[src/rtl/core/b64e_pkg.sv]
// Shared types, codes and the encoding alphabet for the base64 stream encoder.
package b64e_pkg;

   localparam logic FUNC_DATA = 1'b0;
   localparam logic FUNC_END  = 1'b1;

   localparam logic [1:0] PHASE_0 = 2'd0;
   localparam logic [1:0] PHASE_1 = 2'd1;
   localparam logic [1:0] PHASE_2 = 2'd2;

   localparam logic [7:0] PAD_CHAR  = 8'h3D;
   localparam logic [7:0] TERM_CHAR = 8'h00;

   localparam int JOBQ_DEPTH = 2;

   // Permuted alphabet, entry 0 is the first character of the string.
   localparam logic [0:63][7:0] ALPHABET =
      "zy0xw1vu2ts3rq4po5nm6lk7ji8hg9fedcba,.ZYXWVUTSRQPONMLKJIHGFEDCBA";

   // One job: up to four characters, emitted chars[0] .. chars[last_idx].
   typedef struct packed {
      logic [3:0][7:0] chars;
      logic [1:0]      last_idx;
   } job_type;

   function automatic logic [7:0] b64e_sym(input logic [5:0] idx);
      return ALPHABET[idx];
   endfunction

endpackage

[src/rtl/core/base64_stream_encoder_top.sv]
// Top level of the base64 stream encoder with a permuted alphabet.
// Base64 stream encoder. Each input beat is either a data byte (req_func = 0)
// or an end-of-message flush (req_func = 1). Data bytes are packed into 6-bit
// groups as in standard base64 and mapped through a fixed, permuted
// 64-character alphabet; a byte yields one character, or two when it closes a
// three-byte group. An end beat flushes a partial group with one or two '='
// pads, then emits a zero terminator and restarts at the group start.
// rsp_last_in_run marks the final character produced by each input beat.
// Both sides are queues: push a beat while full is low, take a character
// beat while empty is low by raising pop. The front end decodes a beat in
// the cycle it is pushed and stores a job of up to four characters in a
// short queue; the back end drains jobs into the output register one character
// per cycle while that register is empty or popped. A beat's first character
// passes the job queue, the current-job register and the output register in
// turn. Input beats are taken one per cycle while the job queue has room; the
// serializer sets sustained throughput, so a steady data stream yields four
// characters per three bytes, and an end beat yields one to four characters.
module base64_stream_encoder_top
   import b64e_pkg::*;
#(
   parameter int JobqDepth = JOBQ_DEPTH
)
(
   input  logic       clock,
   input  logic       reset,
   // input beats
   input  logic       push,
   output logic       full,
   input  logic       req_func,
   input  logic [7:0] req_data_byte,
   // result beats
   output logic       empty,
   input  logic       pop,
   output logic [7:0] rsp_out_char,
   output logic       rsp_last_in_run
);

   logic    accept;
   job_type front_job;
   job_type q_job;
   logic    q_valid;
   logic    q_take;

   // a beat is taken only when the job queue has a free slot
   assign accept = push && !full;

   b64e_front u_front (
      .clock     (clock),
      .reset     (reset),
      .accept    (accept),
      .func      (req_func),
      .data_byte (req_data_byte),
      .job       (front_job)
   );

   b64e_jobq #(
      .DEPTH (JobqDepth)
   ) u_jobq (
      .clock    (clock),
      .reset    (reset),
      .wr_en    (accept),
      .wr_job   (front_job),
      .full     (full),
      .rd_en    (q_take),
      .rd_job   (q_job),
      .rd_valid (q_valid)
   );

   // back end pulls a job when its current one is finishing or it is idle
   b64e_back u_back (
      .clock       (clock),
      .reset       (reset),
      .job_valid   (q_valid),
      .job         (q_job),
      .job_take    (q_take),
      .empty       (empty),
      .pop         (pop),
      .out_char    (rsp_out_char),
      .last_in_run (rsp_last_in_run)
   );

endmodule

[src/rtl/core/b64e_front.sv]
// Front end: takes input beats, tracks group phase, builds character jobs.
module b64e_front
   import b64e_pkg::*;
(
   input  logic       clock,
   input  logic       reset,
   input  logic       accept,
   input  logic       func,
   input  logic [7:0] data_byte,
   output job_type    job
);

   logic [1:0] phase_ff, phase_in;
   logic [3:0] prev_low_ff, prev_low_in;

   always_comb begin
      job.chars    = '0;
      job.last_idx = 2'd0;
      phase_in     = phase_ff;
      prev_low_in  = prev_low_ff;
      if (func == FUNC_DATA) begin
         prev_low_in = data_byte[3:0];
         unique case (phase_ff)
            PHASE_1: begin
               job.chars[0] = b64e_sym({prev_low_ff[1:0], data_byte[7:4]});
               phase_in     = PHASE_2;
            end
            PHASE_2: begin
               job.chars[0] = b64e_sym({prev_low_ff, data_byte[7:6]});
               job.chars[1] = b64e_sym(data_byte[5:0]);
               job.last_idx = 2'd1;
               phase_in     = PHASE_0;
            end
            default: begin
               job.chars[0] = b64e_sym(data_byte[7:2]);
               phase_in     = PHASE_1;
            end
         endcase
      end else begin
         phase_in    = PHASE_0;
         prev_low_in = 4'd0;
         unique case (phase_ff)
            PHASE_1: begin
               job.chars[0] = b64e_sym({prev_low_ff[1:0], 4'd0});
               job.chars[1] = PAD_CHAR;
               job.chars[2] = PAD_CHAR;
               job.chars[3] = TERM_CHAR;
               job.last_idx = 2'd3;
            end
            PHASE_2: begin
               job.chars[0] = b64e_sym({prev_low_ff, 2'd0});
               job.chars[1] = PAD_CHAR;
               job.chars[2] = TERM_CHAR;
               job.last_idx = 2'd2;
            end
            default: begin
               job.chars[0] = TERM_CHAR;
            end
         endcase
      end
   end

   always_ff @(posedge clock) begin
      if (reset) begin
         phase_ff    <= PHASE_0;
         prev_low_ff <= 4'd0;
      end else if (accept) begin
         phase_ff    <= phase_in;
         prev_low_ff <= prev_low_in;
      end
   end

   a_end_clears: assert property (@(posedge clock) disable iff (reset)
      (accept && func == FUNC_END) |=> (phase_ff == PHASE_0 && prev_low_ff == 4'd0))
      else $error("phase not cleared after end beat");

endmodule

[src/rtl/core/b64e_jobq.sv]
// Short job queue between front and back ends.
module b64e_jobq
   import b64e_pkg::*;
#(
   parameter int DEPTH = JOBQ_DEPTH
)
(
   input  logic    clock,
   input  logic    reset,
   input  logic    wr_en,
   input  job_type wr_job,
   output logic    full,
   input  logic    rd_en,
   output job_type rd_job,
   output logic    rd_valid
);

   localparam int PTR_W = (DEPTH > 1) ? $clog2(DEPTH) : 1;
   localparam int CNT_W = $clog2(DEPTH + 1);

   job_type            slots_ff [DEPTH];
   logic [PTR_W-1:0]   wr_ptr_ff, rd_ptr_ff;
   logic [CNT_W-1:0]   count_ff;

   function automatic logic [PTR_W-1:0] ptr_next(input logic [PTR_W-1:0] p);
      return (p == PTR_W'(DEPTH - 1)) ? '0 : p + 1'b1;
   endfunction

   assign full     = (count_ff == CNT_W'(DEPTH));
   assign rd_valid = (count_ff != '0);
   assign rd_job   = slots_ff[rd_ptr_ff];

   always_ff @(posedge clock) begin
      if (wr_en) begin
         slots_ff[wr_ptr_ff] <= wr_job;
      end
   end

   always_ff @(posedge clock) begin
      if (reset) begin
         wr_ptr_ff <= '0;
         rd_ptr_ff <= '0;
         count_ff  <= '0;
      end else begin
         if (wr_en) wr_ptr_ff <= ptr_next(wr_ptr_ff);
         if (rd_en) rd_ptr_ff <= ptr_next(rd_ptr_ff);
         if (wr_en && !rd_en)      count_ff <= count_ff + 1'b1;
         else if (rd_en && !wr_en) count_ff <= count_ff - 1'b1;
      end
   end

   a_count_bound: assert property (@(posedge clock) disable iff (reset)
      count_ff <= CNT_W'(DEPTH))
      else $error("job queue overfilled");

   a_count_step: assert property (@(posedge clock) disable iff (reset)
      (wr_en && !rd_en) |=> count_ff == CNT_W'($past(count_ff) + 1'b1))
      else $error("job queue count did not advance on write");

endmodule

[src/rtl/core/b64e_back.sv]
// Back end: serializes jobs into one character beat per cycle while the output register is empty or popped.
module b64e_back
   import b64e_pkg::*;
(
   input  logic       clock,
   input  logic       reset,
   input  logic       job_valid,
   input  job_type    job,
   output logic       job_take,
   output logic       empty,
   input  logic       pop,
   output logic [7:0] out_char,
   output logic       last_in_run
);

   job_type    cur_ff;
   logic       cur_valid_ff;
   logic [1:0] idx_ff;
   logic       out_valid_ff;
   logic [7:0] out_char_ff;
   logic       out_last_ff;

   logic out_free, emit, cur_done;

   assign out_free = !out_valid_ff || pop;
   assign emit     = cur_valid_ff && out_free;
   assign cur_done = emit && (idx_ff == cur_ff.last_idx);
   assign job_take = job_valid && (!cur_valid_ff || cur_done);

   assign empty       = !out_valid_ff;
   assign out_char    = out_char_ff;
   assign last_in_run = out_last_ff;

   always_ff @(posedge clock) begin
      if (job_take) cur_ff <= job;
      if (emit) begin
         out_char_ff <= cur_ff.chars[idx_ff];
         out_last_ff <= (idx_ff == cur_ff.last_idx);
      end
   end

   always_ff @(posedge clock) begin
      if (reset) begin
         cur_valid_ff <= 1'b0;
         idx_ff       <= 2'd0;
         out_valid_ff <= 1'b0;
      end else begin
         if (job_take) begin
            cur_valid_ff <= 1'b1;
            idx_ff       <= 2'd0;
         end else if (cur_done) begin
            cur_valid_ff <= 1'b0;
         end else if (emit) begin
            idx_ff <= idx_ff + 1'b1;
         end
         if (emit)     out_valid_ff <= 1'b1;
         else if (pop) out_valid_ff <= 1'b0;
      end
   end

   a_idx_in_range: assert property (@(posedge clock) disable iff (reset)
      cur_valid_ff |-> idx_ff <= cur_ff.last_idx)
      else $error("serializer index past end of job");

endmodule

[config.mk]
export PLATFORM = sky130hd
export DESIGN_NAME = base64_stream_encoder_top
export DESIGN_NICKNAME = d
export VERILOG_FILES = /design/src/rtl/core/b64e_pkg.sv /design/src/rtl/core/base64_stream_encoder_top.sv /design/src/rtl/core/b64e_front.sv /design/src/rtl/core/b64e_jobq.sv /design/src/rtl/core/b64e_back.sv
export SDC_FILE = /design/constraint.sdc
export NUM_CORES = 1
export LEC_CHECK = 0
export BUFFER_PORTS_ARGS = -buffer_cell sky130_fd_sc_hd__buf_2
export CAP_MARGIN = 20
export CORE_MARGIN = 5
export CORE_UTILIZATION = 40
export CTS_CLUSTER_DIAMETER = 50
export DETAILED_ROUTE_END_ITERATION = 8
export PLACE_DENSITY_LB_ADDON = 0.05
export SYNTH_ARGS = -nofsm -noshare
export SYNTH_HDL_FRONTEND = slang
export SYNTH_SLANG_ARGS = --single-unit
[constraint.sdc]
create_clock -name clock -period 3.9 [get_ports clock]
set_input_delay 0.78 -clock clock [delete_from_list [all_inputs] [get_ports clock]]
set_output_delay 0.78 -clock clock [all_outputs]
set_load 0.005 [all_outputs]
==> metrics.md <==
| Metric | Value |
|---|---|
| Vias in the first global route | `4043` |
| CTS tree | `done` |
| TritonCTS Buffers | `9` |
| Fmax achieved | `between 300 and 400 MHz` |
| Final setup violation count | `0` |
| Worst Path Required | `4.09 ns` |
| First-pass GRT wire length | `22000 um` |
| Post-CTS Setup Inserts | `0` |
| Register area | `0.00205 sq mm` |
| Hold Path Depth | `2` |
| Largest net degree at the start of global routing | `36` |
| IO Port Bufs | `22` |
| Mean post-synth cell area | `9.37 sq um` |
| Clk Latency, worst-skew pair | `roughly 0.33 ns` |
| FF-to-FF Start | `u_front.prev_low_ff[0]` |
| Routed Antenna Nets | `0` |
| Final hold slack | `0.464 ns` |
| CP max FO | `16` |
| Antenna Cells | `0` |
| Post-synth net total | `596` |
| Register area share after synthesis | `0.395` |
| H-tree levels | `3` |
| DR vias/cell | `5.82` |
| Yosys warns | `0` |
| Die extent in x | `124 um` |
| CP Cell Sequence | `inv_1 > ha_1 > mux2i_1 > nor2_1 > a311o_1 > a32oi_1 > o22a_1` |
| Post-synth ARST share | `0` |
| Synth unique cells | `70` |
| Worst Tran Pin Value | `0.867 ns` |
| Cell Area, Synth | `~0.0052 sq mm` |
| Cell area after layout | `0.00574 sq mm` |
| Filler Cell Count | `1220` |
| Cts hold-fix bufs | `0` |
| Initial antenna violation count | `0` |
| Critical path type | `reg -> reg` |
| Post-route insts no fill | `~740` |
| Power density cells | `505 mW/mm^2` |
| Setup crit end kind | `flop` |
| RSZ-0062 raised after global routing | `false` |
| Sink Count | `between 70 and 80` |
| DP Area | `0.00543 sq mm` |
| Die area | `0.0154 sq mm` |
| Wire per inst | `18.5 um` |
| Root buf cell | `clkbuf_16` |
| # DRC | `0` |
| Crit path max-delay family | `flip-flops` |
| Gr ovfl total | `0` |
| Setup tns final | `0 ns` |
| Reg2reg setup slack | `approximately 1.1 ns` |
| Hold path endpoint | `u_back.out_valid_ff` |
| Seq cells post-synth | `73` |
| Placed cell count | `721` |
| Drt first-iter violations | `374` |
| RePlAce Congestion | `0.852` |
| Slew HR | `0.421` |
| Core ar. | `0.0127 sq mm` |
| Final hold vios | `0` |
| R2R Path End | `u_jobq.slots_ff[1][8]` |
| Vias | `4287` |
| R2R depth | `7` |
| Area growth from synthesis to layout | `10.6%` |
| Crit-path slowest cell | `dfxtp_1` |
| Critical path startpoint category | `flop` |
| Post-cts resize count | `0` |
| Max VDD drop | `0.269 mV` |
| Pins Over Slew Limit | `0` |
| CP max stage delay | `approximately 0.80 ns` |
| Number of nets in the layout | `602` |
| WP buf/inv | `1` |
| Clock Tree Buf Depth | `2` |
| Synth Flop Type | `edfxtp_1` |
| Final worst path period need | `about 2.8 ns` |
| Power Total | `roughly 2.9 mW` |
| Fraction of layout instances using a drive strength above 1 | `0.136` |
| Final HPWL DP | `9670 um` |
| Io pins | `24` |
| EDFF count, synth | `59` |
| First-pass DRT Iterations | `5` |
| Hold WC Path Type | `reg -> reg` |
| Die Y | `between 100 and 150 um` |
| Cells after Synth | `554` |
| Clk_skew | `0.00385 ns` |
| Drt total wl | `13700 um` |
| Status | `finished clean` |
| Tcrit/Tclk final | `0.725` |
| MaxCap Viol Count | `0` |
| Clock slew at reported path FFs | `0.05 ns` |
| LEAKAGE | `2.10 nW` |
| FP Rows | `41` |
| Hold_sp | `u_back.cur_valid_ff` |
| Total track usage | `0.185` |
| Area of the multi-input gates | `0.00285 sq mm` |
| Critical path arrival | `3.01 ns` |
| Initial Utilization | `0.409` |
[cells in the mapped netlist, drive strengths merged, types with 5 or more instances]
cell type	instances	share of area
nor2b	18	0.022
dfxtp	14	0.054
mux2i	16	0.031
o21ai	42	0.041
nand2	30	0.022
a2111oi	5	0.012
buf	19	0.019
nor3	11	0.011
and2	8	0.010
nand3	7	0.0068
a31oi	9	0.011
a211oi	9	0.013
o211ai	5	0.0072
nand4	7	0.0084
a311o	5	0.0096
edfxtp	59	0.34
xor2	5	0.0084
nand2b	14	0.017
a21oi	42	0.041
mux2	18	0.039
clkbuf	21	0.015
nor2	47	0.034
a221oi	7	0.012
ha	29	0.070
inv	25	0.018
[worst register-to-register path, cell delays in order (launching register included)]
cell	delay, ns
dfxtp_1	0.80
inv_1	0.52
ha_1	0.40
mux2i_1	0.15
nor2_1	0.06
a311o_1	0.37
a32oi_1	0.20
o22a_1	0.19
[state kept, by name (all words and copies together) (netlist names), 2 cells and up]
| signal | count |
|---|---|
| u_front.phase_ff | 2 |
| u_jobq.count_ff | 2 |
| u_back.out_char | 7 |
| u_back.idx_ff | 2 |
| u_back.cur_ff | 17 |
| u_front.prev_low_ff | 4 |
| u_jobq.slots_ff | 34 |
[layout make-up]
class	count	share of cell area
flip-flops and latches	73	0.358
inverters	29	0.0190
clock inverters	4	0.0118
multi-input cells	412	0.497
well taps	172	0.0375
clock buffers	12	0.0412
repair buffers	35	0.0362
[layout by cell type, fill, tap and decap left out, types with 16 or more instances in the layout]
cell type	Yosys	final
buf_2	16	22
nor2b_1	18	18
nor2_1	47	47
mux2_2	18	18
inv_1	22	22
nand2_1	30	30
o21ai_0	42	42
mux2i_1	16	16
a21oi_1	42	42
ha_1	29	29
edfxtp_1	59	59
[where the power goes]
group          internal [mW]  total, mW  switching, mW
registers               1.13       1.26          0.128
clock network          0.556      0.835          0.279
logic                  0.344      0.803          0.459
[worst max path at each step]
stage	start	endpoint	slack [ns]	cells past startpoint
finish	u_front.prev_low_ff[0]	u_jobq.slots_ff[1][8]	1.07	7
global route	u_front.prev_low_ff[0]	u_jobq.slots_ff[1][8]	0.95	7
CTS	u_front.prev_low_ff[0]	u_jobq.slots_ff[1][8]	1.12	7
detailed placement	req_data_byte[2]	u_jobq.slots_ff[1][8]	0.82	8
global placement	req_data_byte[2]	u_jobq.slots_ff[0][8]	0.75	8
floorplan	req_data_byte[2]	u_jobq.slots_ff[0][8]	1.28	8
[layer usage]
| layer | global-route usage | up-vias | share of wire |
|---|---|---|---|
| met4 | 0.0671 | 0 | 0.018 |
| met2 | 0.289 | 112 | 0.47 |
| met5 | 0 | - | 0 |
| met3 | 0.0236 | 18 | 0.041 |
| met1 | 0.262 | 2076 | 0.47 |
| li1 | - | 2081 | - |
[through the flow]
step,util,setup WS (ns)
2_1_floorplan,-,1.28
3_3_place_gp,0.429,0.754
3_5_place_dp,0.429,0.817
4_1_cts,0.453,1.12
5_1_grt,0.453,0.945
6_report,0.453,1.07
[cells by family (layout without fill, tap and decap cells)]
kind of cell    count (synthesis)  after routing  synth area share
compound gates                173            173             0.228
fa+ha+maj                      30             30            0.0719
simple gates                  165            165             0.163
flops                          73             73             0.395
mux                            34             34            0.0699
xor+xnor                        9              9            0.0152
other cells                     1              1          0.000723
buf+inv                        69             80            0.0552
(Power assumes the default switching activity.)
